**src/sv/sps_pkg.sv**
```systemverilog
// package for the stepper position servo
// beat types, event kinds, register map, coil table and reset values; no dependencies
package sps_pkg;

  localparam int unsigned AvgDepthDefault = 32;

  localparam logic [7:0] UndervoltReset   = 8'd135;
  localparam logic [7:0] OvercurrentReset = 8'd30;
  localparam logic [7:0] DeadbandReset    = 8'd5;
  localparam logic [7:0] LowLimitReset    = 8'd5;
  localparam logic [7:0] HighLimitReset   = 8'd100;

  localparam int unsigned CfgAddrW = 5;

  typedef enum logic [2:0] {
    KIND_POSITION = 3'd0,
    KIND_VOLTAGE  = 3'd1,
    KIND_CURRENT  = 3'd2,
    KIND_TICK     = 3'd3,
    KIND_HOST     = 3'd4
  } kind_e;

  typedef enum logic [2:0] {
    REG_UNDERVOLT   = 3'd0,
    REG_OVERCURRENT = 3'd1,
    REG_DEADBAND    = 3'd2,
    REG_LOW_LIMIT   = 3'd3,
    REG_HIGH_LIMIT  = 3'd4
  } reg_idx_e;

  typedef struct packed {
    logic [2:0] kind;
    logic [7:0] sample;
    logic [7:0] target_position;
    logic [2:0] host_status;
  } sps_in_t;

  typedef struct packed {
    logic [3:0] coil_pattern;
    logic [7:0] position_average;
    logic       run_flag;
    logic       undervolt_flag;
    logic       overcurrent_flag;
  } sps_out_t;

  localparam logic [3:0] CoilTable [8] = '{
    4'h1, 4'h3, 4'h2, 4'h6, 4'h4, 4'hC, 4'h8, 4'h9
  };

endpackage

```
**src/sv/sps_cell.sv**
```systemverilog
// one slot of the position sample shift line
// holds a sample and hands it to the next slot on every shift; no dependencies
module sps_cell (
  input  logic       clk_i,
  input  logic       rst_ni,
  input  logic       shift_i,
  input  logic [7:0] data_i,
  output logic [7:0] data_o
);

  logic [7:0] data_q;

  always_ff @(posedge clk_i or negedge rst_ni) begin
    if (!rst_ni) begin
      data_q <= '0;
    end else if (shift_i) begin
      data_q <= data_i;
    end
  end

  assign data_o = data_q;

endmodule

```
**src/sv/sps_ring.sv**
```systemverilog
// running average over a chain of sample cells
// uses sps_cell; sum update and constant reciprocal divide into a registered average
module sps_ring #(
  parameter int unsigned AVG_DEPTH = 32
) (
  input  logic       clk_i,
  input  logic       rst_ni,
  input  logic       shift_i,
  input  logic [7:0] sample_i,
  output logic [7:0] average_o
);

  localparam int unsigned Log2D = $clog2(AVG_DEPTH);
  localparam int unsigned SumW  = 8 + Log2D;
  localparam int unsigned Shift = SumW + Log2D;
  localparam logic [63:0] RecipFull = ((64'd1 << Shift) + AVG_DEPTH - 1) / AVG_DEPTH;
  localparam logic [SumW:0] Recip = RecipFull[SumW:0];

  logic [7:0] tap [AVG_DEPTH+1];
  logic [SumW-1:0] sum_q, sum_d;
  logic [7:0] avg_q, avg_d;
  logic [2*SumW:0] prod;

  assign tap[0] = sample_i;

  for (genvar i = 0; i < AVG_DEPTH; i++) begin : g_cell
    sps_cell u_cell (
      .clk_i  (clk_i),
      .rst_ni (rst_ni),
      .shift_i(shift_i),
      .data_i (tap[i]),
      .data_o (tap[i+1])
    );
  end

  always_comb begin
    sum_d = sum_q;
    if (shift_i) begin
      sum_d = sum_q - {{(SumW-8){1'b0}}, tap[AVG_DEPTH]} + {{(SumW-8){1'b0}}, sample_i};
    end
    prod  = {{(SumW+1){1'b0}}, sum_d} * {{(SumW){1'b0}}, Recip};
    avg_d = prod[Shift +: 8];
  end

  always_ff @(posedge clk_i or negedge rst_ni) begin
    if (!rst_ni) begin
      sum_q <= '0;
      avg_q <= '0;
    end else begin
      sum_q <= sum_d;
      avg_q <= avg_d;
    end
  end

  assign average_o = avg_q;

endmodule

```
**src/sv/stepper_position_servo.sv**
```systemverilog
// closed-loop stepper position servo, top level
// uses sps_pkg and sps_ring; event decode, fault latches, coil stepping, apb registers
//
// input beats carry one event: position, voltage or current sample, a stepping
// tick, or a host write of target and status bits. every accepted beat gives
// exactly one output beat with the coil pattern, position average and flags
// as they stand after that event.
// the output beat is registered in the cycle after its input; unless the output
// stalls, one beat per cycle is taken back to back. position samples shift
// through AVG_DEPTH cells; a constant reciprocal divides their sum into the average.
// the output beat sits in the state registers themselves: while out_stall_i
// holds a waiting beat, in_stall_o is high and everything holds still.
// reset clears the sample line, sum, phase, target, status and coil at once
// and loads the register defaults; no beat is pending after reset.
// registers are written over apb at byte address 4*i, pready is always high.
module stepper_position_servo
  import sps_pkg::*;
#(
  parameter int unsigned AVG_DEPTH = AvgDepthDefault
) (
  input  logic                clk_i,
  input  logic                rst_ni,
  input  logic                in_valid_i,
  output logic                in_stall_o,
  input  sps_in_t             in_data_i,
  output logic                out_valid_o,
  input  logic                out_stall_i,
  output sps_out_t            out_data_o,
  input  logic                psel,
  input  logic                penable,
  input  logic                pwrite,
  input  logic [CfgAddrW-1:0] paddr,
  input  logic [31:0]         pwdata,
  output logic [31:0]         prdata,
  output logic                pready
);

  logic [7:0] uv_thr_q, oc_thr_q, deadband_q, low_lim_q, high_lim_q;
  logic [2:0] status_q, status_d;
  logic [2:0] phase_q, phase_d;
  logic [3:0] coil_q, coil_d;
  logic [7:0] target_q, target_d;
  logic       out_valid_q;
  logic       accept;
  logic       cfg_wr;
  logic [7:0] avg;
  logic [2:0] phase_back;
  logic [8:0] a_ext, t_ext;
  reg_idx_e   cfg_idx;

  assign in_stall_o = out_valid_q && out_stall_i;
  assign accept     = in_valid_i && !in_stall_o;

  sps_ring #(
    .AVG_DEPTH(AVG_DEPTH)
  ) u_ring (
    .clk_i    (clk_i),
    .rst_ni   (rst_ni),
    .shift_i  (accept && in_data_i.kind == KIND_POSITION),
    .sample_i (in_data_i.sample),
    .average_o(avg)
  );

  assign a_ext      = {1'b0, avg};
  assign t_ext      = {1'b0, target_q};
  assign phase_back = phase_q - 3'd1;

  always_comb begin
    status_d = status_q;
    phase_d  = phase_q;
    coil_d   = coil_q;
    target_d = target_q;
    if (accept) begin
      unique case (in_data_i.kind)
        KIND_VOLTAGE: begin
          if (in_data_i.sample < uv_thr_q) status_d[1] = 1'b1;
        end
        KIND_CURRENT: begin
          if (in_data_i.sample > oc_thr_q) status_d[0] = 1'b1;
        end
        KIND_TICK: begin
          if (status_q[2] && !status_q[0]) begin
            if (avg > target_q) begin
              if (avg < low_lim_q) status_d[2] = 1'b0;
              coil_d  = CoilTable[phase_q];
              phase_d = phase_q + 3'd1;
            end
            if (avg < target_q) begin
              if (avg > high_lim_q) status_d[2] = 1'b0;
              phase_d = phase_back;
              coil_d  = CoilTable[phase_back];
            end
            if ((a_ext + {1'b0, deadband_q} > t_ext) &&
                (a_ext < t_ext + {1'b0, deadband_q})) begin
              status_d[2] = 1'b0;
            end
          end
        end
        KIND_HOST: begin
          target_d = in_data_i.target_position;
          status_d = in_data_i.host_status;
        end
        default: begin
        end
      endcase
    end
  end

  always_ff @(posedge clk_i or negedge rst_ni) begin
    if (!rst_ni) begin
      status_q    <= '0;
      phase_q     <= '0;
      coil_q      <= '0;
      target_q    <= '0;
      out_valid_q <= 1'b0;
    end else begin
      status_q <= status_d;
      phase_q  <= phase_d;
      coil_q   <= coil_d;
      target_q <= target_d;
      if (accept) begin
        out_valid_q <= 1'b1;
      end else if (!out_stall_i) begin
        out_valid_q <= 1'b0;
      end
    end
  end

  assign out_valid_o                   = out_valid_q;
  assign out_data_o.coil_pattern       = coil_q;
  assign out_data_o.position_average   = avg;
  assign out_data_o.run_flag           = status_q[2];
  assign out_data_o.undervolt_flag     = status_q[1];
  assign out_data_o.overcurrent_flag   = status_q[0];

  // apb register file
  assign pready  = 1'b1;
  assign cfg_wr  = psel && penable && pwrite;
  assign cfg_idx = reg_idx_e'(paddr[CfgAddrW-1:2]);

  always_ff @(posedge clk_i or negedge rst_ni) begin
    if (!rst_ni) begin
      uv_thr_q   <= UndervoltReset;
      oc_thr_q   <= OvercurrentReset;
      deadband_q <= DeadbandReset;
      low_lim_q  <= LowLimitReset;
      high_lim_q <= HighLimitReset;
    end else if (cfg_wr) begin
      unique case (cfg_idx)
        REG_UNDERVOLT:   uv_thr_q   <= pwdata[7:0];
        REG_OVERCURRENT: oc_thr_q   <= pwdata[7:0];
        REG_DEADBAND:    deadband_q <= pwdata[7:0];
        REG_LOW_LIMIT:   low_lim_q  <= pwdata[7:0];
        REG_HIGH_LIMIT:  high_lim_q <= pwdata[7:0];
        default: begin
        end
      endcase
    end
  end

  always_comb begin
    unique case (cfg_idx)
      REG_UNDERVOLT:   prdata = {24'd0, uv_thr_q};
      REG_OVERCURRENT: prdata = {24'd0, oc_thr_q};
      REG_DEADBAND:    prdata = {24'd0, deadband_q};
      REG_LOW_LIMIT:   prdata = {24'd0, low_lim_q};
      REG_HIGH_LIMIT:  prdata = {24'd0, high_lim_q};
      default:         prdata = '0;
    endcase
  end

endmodule

```
**config.mk**
```make
export PLATFORM = sky130hd
export DESIGN_NAME = stepper_position_servo
export DESIGN_NICKNAME = d
export VERILOG_FILES = /design/src/sv/sps_pkg.sv /design/src/sv/sps_cell.sv /design/src/sv/sps_ring.sv /design/src/sv/stepper_position_servo.sv
export SDC_FILE = /design/constraint.sdc
export NUM_CORES = 1
export LEC_CHECK = 0
export ABC_AREA = 1
export BUFFER_PORTS_ARGS = -buffer_cell sky130_fd_sc_hd__buf_2
export CAP_MARGIN = 5
export CORE_MARGIN = 2
export CORE_UTILIZATION = 28
export DETAILED_ROUTE_END_ITERATION = 12
export SLEW_MARGIN = 5
export SYNTH_ARGS = -nofsm -noshare
export SYNTH_HDL_FRONTEND = slang
export SYNTH_SLANG_ARGS = --single-unit
```
**constraint.sdc**
```tcl
create_clock -name clk_i -period 3.55 [get_ports clk_i]
set_clock_uncertainty 0.15 [all_clocks]
set_input_delay 0.71 -clock clk_i [delete_from_list [all_inputs] [get_ports clk_i]]
set_output_delay 0.71 -clock clk_i [all_outputs]
set_load 0.05 [all_outputs]
```
==> results.txt, run 1 <==
----------------------------------------------------
[Global route]
  All-layer global routing usage ... 0.1152
  Number of global-route vias before repair ... 11700
  Global-route wire length before repair ... 57460 um
  Largest net degree at the start of global routing ... 239
  Initial antenna violation count ... 2
  Remaining global-route overflow ... 0

[Synth]
  Post-synthesis register bit count ... 328
  Top post-synthesis cells by count ... 900 x nand2_1, 313 x dfrtp_1, 153 x inv_1, 89 x o21ai_0, 87 x ha_1
  Top cell type's share of synthesized area ... 0.4936
  Top area cells in the synthesized netlist ... dfrtp_1 49%, nand2_1 21%, ha_1 6.9%, inv_1 3.6%, o21ai_0 2.8%
  Synth async-reset ratio ... 1.000
  EDFF count, synth ... 0
  Cell area after synthesis ... 15870 um2
  Cell with the most instances after synthesis ... nand2_1
  Portion of the post-synthesis area used by sequential elements ... 0.5185
  Ys flop type ... dfrtp_1
  Synth Area per Inst ... 8.422 um2
  Synthesized instance count ... 1884
  Post-synth cell types ... 41
  Warnings, synthesis ... 0
  Library cell with the largest summed area after synthesis ... dfrtp_1

[Pwr]
  Areal power density over the cells ... 661.2 nW/um2
  Peak ir drop on the vdd network ... 348.6 uV
  Cell leakage power ... 9.794 nW

[Timing]
  Worst hold margin ... -6.445 ps
  Max frequency ... 311.7 MHz
  RSZ-0062 raised after global routing ... false
  Minimum clock period ... 3209 ps
  Worst Max-Slew Pin Slew ... 1131 ps
  Final setup vio count ... 0
  Final period util ... 0.9038
  Setup TNS after final layout ... 0 ps
  Count of pins over their slew limit ... 0
  Final Hold Violating Endpoints ... 2
  Worst rel slew slack ... 0.2458

[Worst setup path]
  Setup Crit Path Kind ... reg -> reg
  CP arrival ... 3510 ps
  Element type at the critical path start ... flip-flop
  Max FO, Critical Path ... 4
  Type of element capturing the critical path ... flip-flop
  Required time of the critical path ... 3850 ps

[Layout]
  Fraction of layout instances using a drive strength above 1 ... 0.1038
  Area added between synthesis and finish ... 13.71%
  Final Util ... 0.3212
  Total number of nets in the final design ... 2096

[Placed design]
  Post-DP HPWL ... 21760 um
  IO Port Bufs ... 64
  Final weighted congestion in routability-driven placement ... 0.8720

[Floorplan]
  Die Wd ... 242.1 um
  Standard-cell rows ... 87
  Height of the chip ... 242.1 um
  Starting density of the core ... 0.2825
  Core area ... 56170 um2
  Area of the die ... 58590 um2
  Ports ... 116

[Drt]
  Number of vias in the routed layout ... 11640
  Routed wire per std cell ... 12.15 um
  DR pass1 iterations ... 5
  Iteration-0 DRC count of the detailed router ... 886
  Via count normalized by instance count ... 4.290
  Antenna Violating Nets Remaining ... 0
  Total length of routed wires ... 32960 um
  DRC violations left ... 0

[Clock network]
  Htree depth ... 2
  Quantity of gates resized following cts ... 0
  Number of buffers created by CTS ... 37
  CTS Sinks ... 328
  CTS tree ... yes
  Source-to-sink clock delay at the later pin of the worst-skew pair ... 540 ps
  Clock root buffer ... clkbuf_16
  Number of buffers on the longest clock path ... 3
  Number of hold buffers added after CTS ... 0
  Clock transition time at the flip-flop clock pins of the worst setup and hold paths ... 60 ps
  Number of post-CTS setup repair buffers ... 0

[Flow run]
  Max capacitance violation total ... 0

[Status]
  Violations in the final reports ... negative hold slack
  Result of the run ... finished with violations

[Min path]
  Min-Delay Path Class ... in -> async

----------------------------------------------------
## registers in the layout (all words and copies together) (netlist names), 5 cells and up
name and count:
u_ring.average_o 8, u_ring.sum_q 5, oc_thr_q 8, high_lim_q 8, target_q 8, deadband_q 8, u_ring.g_cell.u_cell.data_o 256, uv_thr_q 8
low_lim_q 8
## cell usage in the layout (no fill, tap or decap), drive strengths merged, types with 12 or more instances in the layout
master	Yosys	routed
a21oi	50	50
buf	88	86
clkbuf	11	48
conb	2	25
dfrtp	313	313
dfstp	15	15
ha	87	87
inv	157	158
nand2	908	908
nand3	21	21
nor2	44	44
o21ai	114	114
xor2	12	12
## metal layers
layer	global-route usage	vias up	wire, um
met1	0.1521	5494	15360
met2	0.1909	199	15500
met4	0.03722	2	708
met5	0	-	11
met3	0.02116	52	1371
li1	-	5893	-
## cell families (layout without fill, tap and decap cells)
group	count (synthesis)	in the layout	share of synthesized area
other	2	27	0.0004733
AND/OR/NAND/NOR	991	991	0.2453
adder cells (fa/ha/maj)	97	97	0.08122
buffers and inverters	256	304	0.07428
AO/OA/AOI/OAI	192	192	0.07034
XOR/XNOR	18	18	0.009935
flip-flops	328	328	0.5185
## power by group
group	switching [mW]	leakage, nW	total [mW]	internal [mW]
registers	0.342	4.40	4.54	4.19
clock network	1.51	0.556	3.61	2.10
logic	2.42	4.84	3.78	1.36
total	4.28	9.79	11.9	7.65
## layout make-up
type / count / area (um2)
tap: 756 / 945.9
antenna: 2 / 5.005
sequential: 328 / 8227
timing repair buffer: 86 / 570.5
clock inverter: 13 / 127.6
multi-input combinational: 1323 / 6556
inverter: 157 / 594.3
fill: 5952 / 38130
clock buffer: 48 / 1017
## metrics by stage
stage / power (mW) / instance area (um2) / hold slack, ps / instances / setup WS, ps
after global placement: 8.250 / 16890 / 301.3 / 2650 / 291.6
after CTS: 12.09 / 18040 / 6.673 / 2711 / 176.0
final: 11.93 / 18040 / -6.445 / 2713 / 341.4
after detailed placement: 8.379 / 16890 / 299.1 / 2650 / 234.3
after floorplan: 7.402 / 15950 / 264.4 / 1907 / 342.7
after global routing: 12.86 / 18040 / 38.60 / 2712 / 111.1
## worst max-delay path, stage by stage (launching register included)
cell	delay (ps)
dfstp_2	580
ha_1	180
inv_1	50
fa_1	400
o21ai_1	320
a21oi_1	120
o21ai_0	230
xor2_1	190
ha_1	260
nand2_1	70
inv_1	50
nand2_1	50
nand2_1	40
nand2_1	50
nand2_1	50
nand2_1	50
nand2_1	40
nand2_1	70
nand2_1	60
a21oi_1	120
## worst paths after layout
| kind | start | endpoint | slack (ps) | depth (start not counted) |
|---|---|---|---|---|
| min reg2reg | u_ring.g_cell[30].u_cell.data_o[0] | u_ring.g_cell[31].u_cell.data_o[0] | 310 | 2 |
| max in group asynchronous | rst_ni | u_ring.g_cell[8].u_cell.data_o[4] | 2380 | 2 |
| min | rst_ni | u_ring.average_o[5] | -6 | 1 |
| max reg2reg | deadband_q[0] | status_q[2] | 340 | 19 |
| max | deadband_q[0] | status_q[2] | 340 | 19 |
| min in group clk_i | in_valid_i | out_valid_o | 250 | 3 |
Note: power is estimated with default switching activity, not from simulation.
==> run 2: changes to the inputs <==
- PLACE_DENSITY_LB_ADDON: not set -> 0.12
==> results.txt, run 2 (synthesized netlist as in run 1, its figures left out) <==
----------------------------------------------------
[Status]
  Result of the run ... finished, final reports clean (was finished with violations)

[Drt]
  DRC violations left ... 0 (unchanged)
  Via count normalized by instance count ... 4.269 (was 4.290)
  Total length of routed wires ... 35980 um (was 32960 um)
  Iteration-0 DRC count of the detailed router ... 878 (was 886)
  Number of vias in the routed layout ... 11630 (was 11640)
  Antenna Violating Nets Remaining ... 0 (unchanged)
  Routed wire per std cell ... 13.21 um (was 12.15 um)
  DR pass1 iterations ... 5 (unchanged)

[Floorplan]
  Die Wd ... 242.1 um (unchanged)
  Standard-cell rows ... 87 (unchanged)
  Area of the die ... 58590 um2 (unchanged)
  Height of the chip ... 242.1 um (unchanged)
  Ports ... 116 (unchanged)
  Starting density of the core ... 0.2825 (unchanged)
  Core area ... 56170 um2 (unchanged)

[Timing]
  Final period util ... 0.8972 (was 0.9038)
  Max frequency ... 313.9 MHz (was 311.7 MHz)
  Final Hold Violating Endpoints ... 0 (was 2)
  Count of pins over their slew limit ... 0 (unchanged)
  Worst hold margin ... 10.97 ps (was -6.445 ps)
  Minimum clock period ... 3185 ps (was 3209 ps)
  RSZ-0062 raised after global routing ... false (unchanged)
  Setup TNS after final layout ... 0 ps (unchanged)
  Worst Max-Slew Pin Slew ... 879.9 ps (was 1131 ps)
  Worst rel slew slack ... 0.4134 (was 0.2458)
  Final setup vio count ... 0 (unchanged)

[Worst setup path]
  Total buffers and inverters traversed by the critical path ... 2 (unchanged)
  Delay of the slowest cell on the worst path ... 600 ps (was 580 ps)
  Cell repeated most along the worst path ... nand2_1 (unchanged)
  Type of element capturing the critical path ... flip-flop (unchanged)
  Cell at the slowest stage of the critical path ... dfstp_2 (unchanged)
  Series of cell instances along the critical path ... ha_1, inv_1, fa_1, o21ai_0, a21oi_1, o21ai_0, xor2_1, ha_1, nand2_1, inv_1, nand2_1, nand2_1, nand2_1, nand2_1, nand2_1, nand2_1, nand2_1, nand2_1, a21oi_1 (was ha_1, inv_1, fa_1, o21ai_1, a21oi_1, o21ai_0, xor2_1, ha_1, nand2_1, inv_1, nand2_1, nand2_1, nand2_1, nand2_1, nand2_1, nand2_1, nand2_1, nand2_1, a21oi_1)
  Max FO, Critical Path ... 4 (unchanged)
  Worst r2r path cells ... 19 (unchanged)
  CP arrival ... 3510 ps (about the same)
  Required time of the critical path ... 3880 ps (was 3850 ps)
  Flop-to-flop setup slack ... 360 ps (was 340 ps)
  Setup Crit Path Kind ... reg -> reg (unchanged)
  Reg-to-reg endpoint ... status_q[2] (unchanged)
  Element type at the critical path start ... flip-flop (unchanged)
  Reg2Reg Launch Point ... deadband_q[0] (unchanged)
  Cell type group with the largest total delay on the critical path ... adder cells (unchanged)

[Clock network]
  CTS tree ... yes (unchanged)
  Quantity of gates resized following cts ... 0 (unchanged)
  Number of hold buffers added after CTS ... 0 (unchanged)
  Clock root buffer ... clkbuf_16 (unchanged)
  Number of buffers on the longest clock path ... 3 (unchanged)
  Number of post-CTS setup repair buffers ... 0 (unchanged)
  Number of buffers created by CTS ... 40 (was 37)
  CTS Sinks ... 328 (unchanged)
  Clock transition time at the flip-flop clock pins of the worst setup and hold paths ... 60 ps (about the same)
  Source-to-sink clock delay at the later pin of the worst-skew pair ... 550 ps (was 540 ps)
  Htree depth ... 2 (unchanged)

[Pwr]
  Cell leakage power ... 9.902 nW (was 9.794 nW)
  Pwr Total ... 12.44 mW (was 11.93 mW)
  Peak ir drop on the vdd network ... 330.9 uV (was 348.6 uV)
  Areal power density over the cells ... 682.1 nW/um2 (was 661.2 nW/um2)

[Global route]
  Number of global-route vias before repair ... 11510 (was 11700)
  All-layer global routing usage ... 0.1250 (was 0.1152)
  Global-route wire length before repair ... 60260 um (was 57460 um)
  Remaining global-route overflow ... 0 (unchanged)
  Largest net degree at the start of global routing ... 189 (was 239)
  Initial antenna violation count ... 0 (was 2)

[Layout]
  Leading cell types in the layout, fill and taps excluded ... 899 x nand2_1, 313 x dfrtp_1, 152 x inv_1 (unchanged)
  Fraction of layout instances using a drive strength above 1 ... 0.1082 (was 0.1038)
  Total number of nets in the final design ... 2101 (was 2096)
  Largest register FFs ... 256 (unchanged)
  Number of diodes added for antenna fixing ... 0 (was 2)
  Area added between synthesis and finish ... 14.94% (was 13.71%)
  Most common cell after layout, fill and taps aside ... nand2_1 (unchanged)
  Fillcell total ... 6003 (was 5952)

[Placed design]
  IO Port Bufs ... 64 (unchanged)
  Post-DP HPWL ... 22900 um (was 21760 um)
  Final weighted congestion in routability-driven placement ... 0.8266 (was 0.8720)

[Flow run]
  Max capacitance violation total ... 0 (unchanged)

[Min path]
  Min-Delay Path Class ... in -> async (unchanged)

----------------------------------------------------
## run 2: power by group
part           total, mW  leakage, nW  switching [mW]  internal, mW
clock               4.07        0.644            1.63          2.44
sequential          4.53         4.40           0.332          4.19
combinational       3.84         4.86            2.47          1.37
total               12.4         9.90            4.43          8.01
## run 2: worst register-to-register path, stage by stage (launching register included)
cell     delay [ps]
dfstp_2         600
ha_1            190
inv_1            60
fa_1            400
o21ai_0         290
a21oi_1         100
o21ai_0         210
xor2_1          180
ha_1            270
nand2_1          80
inv_1            50
nand2_1          60
nand2_1          40
nand2_1          50
nand2_1          40
nand2_1          60
nand2_1          60
nand2_1          60
nand2_1          40
a21oi_1         120
## run 2: worst max-delay path by stage
stage / from / to / slack, ps / depth (start not counted)
after floorplan: paddr[4] / prdata[6] / 340 / 4
after global placement: in_data_i[12] / u_ring.average_o[7] / 180 / 9
after detailed placement: in_data_i[12] / u_ring.average_o[7] / 150 / 9
after CTS: deadband_q[0] / status_q[2] / 370 / 20
after global routing: deadband_q[2] / status_q[2] / 90 / 20
final: deadband_q[0] / status_q[2] / 360 / 19
## run 2: layout make-up
| type | instances | area [um2] | share of cell area |
|---|---|---|---|
| Sequential cell | 328 | 8227 | 0.4511 |
| Multi-Input combinational cell | 1323 | 6556 | 0.3595 |
| Clock buffer | 60 | 1176 | 0.06449 |
| Tap cell | 756 | 945.9 | 0.05186 |
| Timing Repair Buffer | 88 | 598.1 | 0.03279 |
| Inverter | 157 | 596.8 | 0.03272 |
| Clock inverter | 13 | 138.9 | 0.007615 |
## run 2: routing by layer
layer / up-vias / global-route usage / routed length, um / part of all wire
met5: - / 0 / 0 / 0
met4: 0 / 0.03922 / 836 / 0.023
met3: 55 / 0.02282 / 1217 / 0.034
met2: 170 / 0.1978 / 16070 / 0.45
met1: 5492 / 0.1733 / 17860 / 0.50
li1: 5915 / - / - / -
## run 2: through the flow
step           area [um2]  setup slack [ps]  cells  utilization
2_1_floorplan       15950             342.7   1907            -
3_3_place_gp        16920             182.0   2652       0.3013
3_5_place_dp        16920             147.0   2652       0.3013
4_1_cts             18240             372.4   2725       0.3247
5_1_grt             18240             87.97   2725       0.3247
6_report            18240             364.8   2725       0.3247
